--- config.mk ---
export PLATFORM = sky130hd
export DESIGN_NAME = lfrng_ctrl
export DESIGN_NICKNAME = d
export VERILOG_FILES = /design/src/hw/rtl/lfrng_pkg.sv /design/src/hw/rtl/lfrng_ctrl.sv
export SDC_FILE = /design/constraint.sdc
export NUM_CORES = 1
export LEC_CHECK = 0
export ABC_CLOCK_PERIOD_IN_PS = 2450
export BUFFER_PORTS_ARGS = -buffer_cell sky130_fd_sc_hd__buf_2
export CAP_MARGIN = 30
export CORE_MARGIN = 2
export CORE_UTILIZATION = 52
export CTS_CLUSTER_SIZE = 12
export DETAILED_ROUTE_END_ITERATION = 8
export PLACE_DENSITY = 0.78
export SYNTH_ARGS = -nofsm -noshare
export SYNTH_HDL_FRONTEND = slang
export SYNTH_SLANG_ARGS = --single-unit
--- constraint.sdc ---
create_clock -name i_clk -period 2.45 [get_ports i_clk]
set_input_delay 0.49 -clock i_clk [delete_from_list [all_inputs] [get_ports i_clk]]
set_output_delay 0.49 -clock i_clk [all_outputs]
set_load 0.05 [all_outputs]
--- src/hw/rtl/lfrng_pkg.sv ---
// Shared constants, command/status types and reduction helpers of the lagged Fibonacci generator.
`default_nettype none

package lfrng_pkg;

    localparam int LAG_LENGTH    = 97;
    localparam int FRACTION_BITS = 24;

    localparam int SLOT_W = $clog2(LAG_LENGTH);
    localparam int FRAC_W = FRACTION_BITS + 1;
    localparam int CNT_W  = $clog2(FRACTION_BITS);
    localparam int SEED_W = 15;

    localparam logic [SLOT_W-1:0] LONG_START  = SLOT_W'(LAG_LENGTH - 1);
    localparam logic [SLOT_W-1:0] SHORT_START = SLOT_W'(33 - 1);
    localparam logic [SLOT_W-1:0] LAST_SLOT   = SLOT_W'(LAG_LENGTH - 1);
    localparam logic [CNT_W-1:0]  LAST_BIT    = CNT_W'(FRACTION_BITS - 1);

    localparam logic [FRAC_W-1:0] ONE_FIX = FRAC_W'(1) << FRACTION_BITS;

    localparam logic [FRACTION_BITS-1:0] CARRY_START = FRACTION_BITS'(362436);
    localparam logic [FRACTION_BITS-1:0] CARRY_STEP  = FRACTION_BITS'(7654321);
    localparam logic [FRACTION_BITS-1:0] CARRY_WRAP  = FRACTION_BITS'(16777213 - 7654321);

    localparam logic [SEED_W-1:0] SEED_A_MAX = 15'd31328;
    localparam logic [SEED_W-1:0] SEED_B_MAX = 15'd30081;
    localparam logic [SEED_W-1:0] SEED_A_DEF = 15'd1802;
    localparam logic [SEED_W-1:0] SEED_B_DEF = 15'd9373;

    // Moduli of the seeding generator and their scaled reciprocals (exact for x < 2^15).
    localparam logic [7:0]  MOD_177     = 8'd177;
    localparam logic [7:0]  MOD_169     = 8'd169;
    localparam logic [7:0]  MOD_179     = 8'd179;
    localparam logic [13:0] D_MUL       = 14'd53;
    localparam logic [14:0] RECIP_177   = 15'd23697;
    localparam logic [14:0] RECIP_169   = 15'd24819;
    localparam logic [14:0] RECIP_179   = 15'd23432;
    localparam int          RECIP_SHIFT = 22;

    typedef enum logic {
        KIND_DRAW   = 1'b0,
        KIND_RESEED = 1'b1
    } t_kind;

    typedef enum logic {
        CFG_SEED_FIRST  = 1'b0,
        CFG_SEED_SECOND = 1'b1
    } t_cfg_index;

    typedef struct packed {
        logic load_item;
        logic seed_load;
        logic seed_default;
        logic init_quo;
        logic init_rem;
        logic mul_ab;
        logic mul_c;
        logic quo;
        logic rem_ab;
        logic rem_c;
        logic bit_step;
        logic fill_end;
        logic mem_read;
        logic diff;
        logic res;
        logic pp_lo;
        logic pp_hi;
        logic sum;
        logic load_out;
        logic out_zero;
    } t_dp_cmd;

    typedef struct packed {
        logic seeded;
        logic bit_last;
        logic entry_last;
    } t_dp_status;

    function automatic logic [7:0] recip_quot(input logic [14:0] x, input logic [14:0] k);
        logic [29:0] p;
        p = x * k;
        return p[RECIP_SHIFT +: 8];
    endfunction

    function automatic logic [7:0] recip_rem(input logic [14:0] x, input logic [7:0] q,
                                             input logic [7:0] d);
        logic [15:0] p;
        logic [14:0] r;
        p = q * d;
        r = x - p[14:0];
        return r[7:0];
    endfunction

endpackage

`default_nettype wire

--- src/hw/rtl/lfrng_ctrl.sv ---
// Controller of the lagged Fibonacci generator: sequences seeding, draws and the result handshake.
`default_nettype none

module lfrng_ctrl (
    input  logic                  i_clk,
    input  logic                  i_rst_n,
    input  logic                  i_in_valid,
    output logic                  o_in_ready,
    input  logic                  i_in_kind,
    output logic                  o_out_valid,
    input  logic                  i_out_ready,
    input  lfrng_pkg::t_dp_status i_status,
    output lfrng_pkg::t_dp_cmd    o_cmd
);
    import lfrng_pkg::*;

    typedef enum logic [18:0] {
        S_IDLE     = 19'h00001,
        S_SEED     = 19'h00002,
        S_INIT_Q   = 19'h00004,
        S_INIT_R   = 19'h00008,
        S_MUL_AB   = 19'h00010,
        S_QUO_AB   = 19'h00020,
        S_REM_AB   = 19'h00040,
        S_MUL_C    = 19'h00080,
        S_QUO_C    = 19'h00100,
        S_REM_C    = 19'h00200,
        S_BIT      = 19'h00400,
        S_FILL_END = 19'h00800,
        S_READ     = 19'h01000,
        S_DIFF     = 19'h02000,
        S_RES      = 19'h04000,
        S_PP_LO    = 19'h08000,
        S_PP_HI    = 19'h10000,
        S_SUM      = 19'h20000,
        S_DONE     = 19'h40000
    } t_state;

    t_state r_state;
    t_state n_state;
    t_kind  r_kind;
    t_kind  n_kind;
    logic   r_out_valid;
    logic   n_out_valid;
    logic   w_accept;
    logic   w_out_free;

    assign o_in_ready  = (r_state == S_IDLE);
    assign o_out_valid = r_out_valid;
    assign w_accept    = i_in_valid && o_in_ready;
    assign w_out_free  = !r_out_valid || i_out_ready;

    always_comb begin
        n_state = r_state;
        n_kind  = r_kind;
        case (r_state)
            S_IDLE: begin
                if (i_in_valid) begin
                    n_kind = t_kind'(i_in_kind);
                    if (t_kind'(i_in_kind) == KIND_RESEED || !i_status.seeded) begin
                        n_state = S_SEED;
                    end else begin
                        n_state = S_READ;
                    end
                end
            end
            S_SEED:     n_state = S_INIT_Q;
            S_INIT_Q:   n_state = S_INIT_R;
            S_INIT_R:   n_state = S_MUL_AB;
            S_MUL_AB:   n_state = S_QUO_AB;
            S_QUO_AB:   n_state = S_REM_AB;
            S_REM_AB:   n_state = S_MUL_C;
            S_MUL_C:    n_state = S_QUO_C;
            S_QUO_C:    n_state = S_REM_C;
            S_REM_C:    n_state = S_BIT;
            S_BIT: begin
                if (i_status.bit_last && i_status.entry_last) begin
                    n_state = S_FILL_END;
                end else begin
                    n_state = S_MUL_AB;
                end
            end
            S_FILL_END: n_state = (r_kind == KIND_RESEED) ? S_DONE : S_READ;
            S_READ:     n_state = S_DIFF;
            S_DIFF:     n_state = S_RES;
            S_RES:      n_state = S_PP_LO;
            S_PP_LO:    n_state = S_PP_HI;
            S_PP_HI:    n_state = S_SUM;
            S_SUM:      n_state = S_DONE;
            S_DONE: begin
                if (w_out_free) begin
                    n_state = S_IDLE;
                end
            end
            default:    n_state = S_IDLE;
        endcase
    end

    always_comb begin
        o_cmd              = '0;
        o_cmd.load_item    = w_accept;
        o_cmd.seed_load    = (r_state == S_SEED);
        o_cmd.seed_default = (r_kind == KIND_DRAW);
        o_cmd.init_quo     = (r_state == S_INIT_Q);
        o_cmd.init_rem     = (r_state == S_INIT_R);
        o_cmd.mul_ab       = (r_state == S_MUL_AB);
        o_cmd.mul_c        = (r_state == S_MUL_C);
        o_cmd.quo          = (r_state == S_QUO_AB) || (r_state == S_QUO_C);
        o_cmd.rem_ab       = (r_state == S_REM_AB);
        o_cmd.rem_c        = (r_state == S_REM_C);
        o_cmd.bit_step     = (r_state == S_BIT);
        o_cmd.fill_end     = (r_state == S_FILL_END);
        o_cmd.mem_read     = (r_state == S_READ);
        o_cmd.diff         = (r_state == S_DIFF);
        o_cmd.res          = (r_state == S_RES);
        o_cmd.pp_lo        = (r_state == S_PP_LO);
        o_cmd.pp_hi        = (r_state == S_PP_HI);
        o_cmd.sum          = (r_state == S_SUM);
        o_cmd.load_out     = (r_state == S_DONE) && w_out_free;
        o_cmd.out_zero     = (r_kind == KIND_RESEED);
    end

    // Hold the result until taken; a new load replaces a result taken in the same cycle.
    always_comb begin
        n_out_valid = r_out_valid;
        if (o_cmd.load_out) begin
            n_out_valid = 1'b1;
        end else if (i_out_ready) begin
            n_out_valid = 1'b0;
        end
    end

    always_ff @(posedge i_clk) begin
        if (!i_rst_n) begin
            r_state     <= S_IDLE;
            r_kind      <= KIND_DRAW;
            r_out_valid <= 1'b0;
        end else begin
            r_state     <= n_state;
            r_kind      <= n_kind;
            r_out_valid <= n_out_valid;
        end
    end

endmodule

`default_nettype wire

==> qor.txt, run 1 <==
Clock Skews = 0.0134 ns
outcome = complete, but fails checks
headroom to the max-slew limit = 0.738
number of distinct library cells after synthesis = 41
critical path data arrival time = 2.06 ns
number of cell rows = 17
Die Outline Area = 0.00280 mm²
ranking of synthesized cells by instance count = sky130_fd_sc_hd__dfxtp_1 (21), sky130_fd_sc_hd__nor2_1 (20), sky130_fd_sc_hd__inv_1 (13)
final non-filler cell total = 227
drt first pass iters = 4
DRT Wirelength = 3820 µm
Cell Chain, Critical Path = nor4_4 -> nand4_1 -> or3_4 -> nor3b_4 -> buf_6
Clk Latency, worst-skew pair = 0.33 ns
critical path startpoint category = flip-flop
maximum fanout along the worst path = 4
multi-input logic area = 860 µm²
peak ir drop on the vdd network = 0.000402 V
Placed Cells = 206
number of sinks driven by the clock tree = 21
Worst EP required = 1.96 ns
Post-CTS Hold Buffers = 0
number of pins with negative max-slew slack in the final report = 0
cell taking the most area after synthesis = sky130_fd_sc_hd__dfxtp_1
Yosys warning total = 0
element type at the critical path end = primary output
transition time at the pin with the least slew margin = 0.392 ns
kind of critical path = flip-flop to primary output
initial antenna violation count = 0
Post-synth EDFFs = 0
initial cell density of the core = 0.557
most numerous cell in the Yosys netlist = sky130_fd_sc_hd__dfxtp_1
cell area after synthesis = 0.00124 mm²
fraction of the cycle the final worst path needs = 1.04
DP Worst Slack = 0.0638 ns
failing checks = setup timing
Post-route DRC = 0
layout cells sized above 1 = 0.492
final setup vio count = 10
min cycle time layout = 2.55 ns
I/O pin count = 30
Inserted Diodes = 0
footprint of the flip-flops and latches = 435 µm²
vias in the first global route = 1,222
chip height = 52.9 µm
filler cell count = 124
number of nets in the layout = 208
synthesized net count = 154
buffers added on ports = 29
global-route usage over all layers = 0.267
first-pass GRT wire length = 5380 µm
max-capacitance violation count = 0
total grt overflow = 0
maximum buffer depth of the clock tree = 2
final estimated routing congestion in global placement = 0.783
HPWL Detailed = 2310 µm
worst hold-check path type = primary input to flip-flop
primary flip-flop cell chosen by synthesis mapping = sky130_fd_sc_hd__dfxtp_1
violation count after the first detailed-routing iteration = 44
f_max = 393 MHz
total core area = 0.00223 mm²
Avg Vias per Cell = 5.92
sequential area share after synthesis = 0.338
Pwr per Cell Area = 432 mW/mm²
Async SR Flop Fraction = 0
mean cell area of the mapped netlist = 8.53 µm²
clock-pin slew reported for the worst setup and hold paths after clock tree synthesis = 0.13 ns
Area contributors post-synth = sky130_fd_sc_hd__dfxtp_1 (34%), sky130_fd_sc_hd__nor2_1 (6.0%), sky130_fd_sc_hd__nor4_4 (5.1%)
H-tree Lvls = 1
DRT antenna net count = 0
growth of design area from synthesis to finish = 50.2%
worst setup margin = -0.0954 ns
static power due to leakage = 0.825 nW
TritonCTS buffer count = 3
endpoints failing hold = 0
Synth Register Bits = 21
Synth Instances = 146
routed via count = 1,343
maximum number of pins on one net before global-route repair = 12
cell chosen for the clock root = sky130_fd_sc_hd__clkbuf_4
detail-routed net length per standard cell = 16.8 µm
slowest CP cell = sky130_fd_sc_hd__or3_4
setup repair after global routing missed its margin = yes
clock tree from TritonCTS = yes
die width = 52.9 µm
proportion of netlist area held by the largest area contributor = 0.338
critical path's largest stage delay = 0.41 ns
## routing by layer
| metal | up-vias | GRT usage | part of all wire |
|---|---|---|---|
| met5 | - | 0 | 0 |
| met3 | 13 | 0.0282 | 0.050 |
| li1 | 631 | - | - |
| met2 | 58 | 0.506 | 0.53 |
| met1 | 641 | 0.293 | 0.39 |
| met4 | 0 | 0.124 | 0.032 |
## final cells by class
class,count,area share
well taps,28,0.0187
flip-flops and latches,21,0.233
inverters,13,0.0261
clock buffers,4,0.0141
repair buffers,57,0.248
multi-input cells,104,0.460
## state kept, by name, indices dropped and copies added (netlist names)
signal and flops:
o_out_valid 1, r_kind 1, r_state 19
## path summary, 6_finish.rpt
path,start,endpoint,slack (ns),depth (start not counted)
setup reg to reg,r_state[12],r_state[4],0.11,13
hold reg to reg,r_kind,r_state[18],0.54,2
hold / removal,i_in_kind,r_kind,0.45,3
setup / recovery,r_state[0],o_cmd[5],-0.1,5
## per-stage QoR
step	hold slack, ns	util	area (µm²)	TNS (ns)	power, mW
after CTS	0.456	0.770	1720	-0.107	0.755
after global placement	0.496	0.674	1510	0	0.571
after detailed placement	0.506	0.674	1510	0	0.576
after global routing	0.458	0.837	1870	-1.64	0.837
after floorplan	0.475	-	1290	-0.123	0.523
final	0.449	0.837	1870	-0.487	0.808
## placed cells by master, fill, tap and decap left out, types with 3 or more instances in the layout
cell and instances:
sky130_fd_sc_hd__o21ai_0 7, sky130_fd_sc_hd__nor2b_1 3, sky130_fd_sc_hd__nand2_1 5, sky130_fd_sc_hd__dfxtp_1 13
sky130_fd_sc_hd__buf_6 13, sky130_fd_sc_hd__buf_4 30, sky130_fd_sc_hd__nor2_1 19, sky130_fd_sc_hd__nand2b_1 3
sky130_fd_sc_hd__nor3_4 4, sky130_fd_sc_hd__and4_1 3, sky130_fd_sc_hd__xor2_1 5, sky130_fd_sc_hd__nand4_1 5
sky130_fd_sc_hd__nand3_1 3, sky130_fd_sc_hd__inv_1 11, sky130_fd_sc_hd__buf_2 11, sky130_fd_sc_hd__nor4_4 5
sky130_fd_sc_hd__clkbuf_4 4, sky130_fd_sc_hd__dfxtp_2 6, sky130_fd_sc_hd__nand3b_1 3, sky130_fd_sc_hd__nor4_1 3
## logic make-up after synthesis
family	Yosys count	synth area share
XOR/XNOR	5	0.0352
buffers and inverters	21	0.0794
multiplexers	1	0.00804
flip-flops	21	0.338
AO/OA/AOI/OAI	19	0.115
AND/OR/NAND/NOR	79	0.425
## where the power goes
| part | internal, mW | switching (mW) | leakage (nW) | total [mW] |
|---|---|---|---|---|
| sequential | 0.348 | 0.0105 | 0.174 | 0.359 |
| clock | 0.0639 | 0.116 | 0.0150 | 0.180 |
| combinational | 0.111 | 0.158 | 0.636 | 0.269 |
| total | 0.523 | 0.285 | 0.825 | 0.808 |
## critical path: cells and delay by family (launching register included)
family        cells  cell delay, ns
simple gates      4            1.18
flops             1            0.36
buf+inv           1            0.18
## what timing repair did
action,in CTS,in global routing
setup buffers,12,6
pin swaps,9,10
gates resized for setup,32,37
endpoints found under the setup margin,17,19
Note: power is estimated with default switching activity, not from simulation.
==> inputs of run 2 (changes only) <==
--- a/config.mk
+++ b/config.mk
@@ -13,6 +13,7 @@
 export CTS_CLUSTER_SIZE = 12
 export DETAILED_ROUTE_END_ITERATION = 8
 export PLACE_DENSITY = 0.78
+export REMOVE_ABC_BUFFERS = 1
 export SYNTH_ARGS = -nofsm -noshare
 export SYNTH_HDL_FRONTEND = slang
 export SYNTH_SLANG_ARGS = --single-unit
==> run 2 against run 1 <==
  * The run still ends with setup timing left
  * Worst hold slack worse by 0.0040 ns
  * Cell count down 3.1%
  * Via count down 6.9%
  * Clock skew down 0.0049 ns
  * Combinational power down 1%
  * Total power down 2.0%
  * Sequential share of layout area up 1.1 points
  * Clock power down 5%
  * Critical path depth up 2
  * Global-route usage down 1.5 points
  * Cell area down 2.3%
  * Largest power group unchanged
==> qor.txt, run 2 (same netlist as run 1, synthesis figures left out) <==
kind of critical path = flip-flop to primary output
setup repair after global routing missed its margin = yes
min cycle time layout = 2.55 ns
critical path startpoint category = flip-flop
hold path startpoint = i_status[0]
HPWL Detailed = 2210 µm
routed via count = 1,251
TritonCTS buffer count = 3
layout cells sized above 1 = 0.505
number of flip-flops under the largest register name = 19
final total negative setup slack = -0.247 ns
DRT antenna net count = 0
worst hold-check slack = 0.445 ns
buffers added on ports = 29
number of cell rows = 17
number of sinks driven by the clock tree = 21
number of pins with negative max-slew slack in the final report = 0
most used cells in the layout excluding fill and tap cells = sky130_fd_sc_hd__buf_4 (23), sky130_fd_sc_hd__nor2_1 (18), sky130_fd_sc_hd__buf_6 (13)
final setup vio count = 4
violation count after the first detailed-routing iteration = 9
maximum number of pins on one net before global-route repair = 15
Clock Skews = 0.00852 ns
DRT Wirelength = 3580 µm
final non-filler cell total = 220
die width = 52.9 µm
first-pass GRT wire length = 5150 µm
Worst EP required = 1.96 ns
total core area = 0.00223 mm²
total grt overflow = 0
Clk Latency, worst-skew pair = 0.31 ns
clock-pin slew reported for the worst setup and hold paths after clock tree synthesis = 0.13 ns
worst hold-check path type = primary input to flip-flop
Inserted Diodes = 0
final estimated routing congestion in global placement = 0.860
maximum fanout along the worst path = 5
failing checks = setup timing
maximum buffer depth of the clock tree = 2
Largest Register = r_state
element type at the critical path end = primary output
start point of the critical path = r_state[0]
initial cell density of the core = 0.557
peak ir drop on the vdd network = 0.000373 V
Placed Cells = 201
critical path data arrival time = 2.06 ns
outcome = complete, but fails checks
initial antenna violation count = 0
max-capacitance violation count = 0
vias in the first global route = 1,146
endpoints failing hold = 0
transition time at the pin with the least slew margin = 0.405 ns
filler cell count = 142
headroom to the max-slew limit = 0.729
Pwr per Cell Area = 433 mW/mm²
chip height = 52.9 µm
H-tree Lvls = 1
cell chosen for the clock root = sky130_fd_sc_hd__clkbuf_4
worst flop-to-flop path startpoint = r_state[15]
Die Outline Area = 0.00280 mm²
growth of design area from synthesis to finish = 46.6%
post-route total power = 0.791 mW
global-route usage over all layers = 0.253
Post-route DRC = 0
Avg Vias per Cell = 5.69
worst setup margin = -0.0994 ns
I/O pin count = 30
number of nets in the layout = 201
static power due to leakage = 0.789 nW
fraction of the cycle the final worst path needs = 1.04
f_max = 392 MHz
clock tree from TritonCTS = yes
drt first pass iters = 6
detail-routed net length per standard cell = 16.3 µm
commonest non-fill, non-tap cell in the layout = sky130_fd_sc_hd__buf_4
[run 2: changes by cell type in the layout (fill, tap and decap cells not counted), sizes merged]
cell / previous run / this run
clkbuf: 5 / 4
clkinv: 0 / 1
buf: 56 / 49
[run 2: final cells by class]
class	count	area, µm²	share of cell area
timing repair buffer	50	412	0.225
clock inverter	1	5.00	0.00274
tap	28	35.0	0.0192
clock buffer	3	22.5	0.0123
inverter	13	48.8	0.0267
multi-input combinational	104	857	0.469
sequential	21	445	0.244
[run 2: metal layers]
| layer | routed length, µm | GRT usage | vias to the layer above | part of all wire |
|---|---|---|---|---|
| li1 | - | - | 616 | - |
| met1 | 1420 | 0.306 | 602 | 0.40 |
| met2 | 1990 | 0.446 | 27 | 0.56 |
| met3 | 113 | 0.0311 | 6 | 0.032 |
| met4 | 49 | 0.107 | 0 | 0.014 |
| met5 | 0 | 0 | - | 0 |
[run 2: path summary, 6_finish.rpt]
path,end,slack (ns),cells past startpoint
max,o_cmd[12],-0.1,7
min,r_state[11],0.45,2
min reg2reg,r_state[18],0.54,2
max reg2reg,r_state[4],0.21,7
[run 2: stage by stage]
| step | setup WS (ns) | utilization | instance area, µm² |
|---|---|---|---|
| 5_1_grt | -0.160 | 0.817 | 1830 |
| 4_1_cts | -0.0560 | 0.736 | 1640 |
| 2_1_floorplan | -0.554 | - | 1190 |
| 3_5_place_dp | 0.0594 | 0.636 | 1420 |
| 6_report | -0.0994 | 0.817 | 1830 |
| 3_3_place_gp | 0.118 | 0.636 | 1420 |
[run 2: worst max-delay path, cell delays in order, from the launching register on]
cell and delay (ns):
sky130_fd_sc_hd__dfxtp_2 0.36, sky130_fd_sc_hd__nor4_4 0.26, sky130_fd_sc_hd__buf_4 0.19, sky130_fd_sc_hd__nand4_2 0.13, sky130_fd_sc_hd__or4_4 0.46, sky130_fd_sc_hd__and2_4 0.16
sky130_fd_sc_hd__inv_2 0.06, sky130_fd_sc_hd__buf_8 0.14
[run 2: what timing repair did]
action / in CTS / in global routing
pin swaps: 12 / 10
cloned: 0 / 0
gates resized for setup: 38 / 45
setup endpoints to repair: 15 / 17
buffers inserted: 11 / 5
hold buffers: 0 / 0
[run 2: power by group]
part | leakage [nW] | switching, mW | total, mW | internal (mW)
Sequential | 0.177 | 0.00913 | 0.355 | 0.346
Combinational | 0.595 | 0.159 | 0.265 | 0.106
Clock | 0.0177 | 0.111 | 0.171 | 0.0609
Total | 0.789 | 0.278 | 0.791 | 0.513
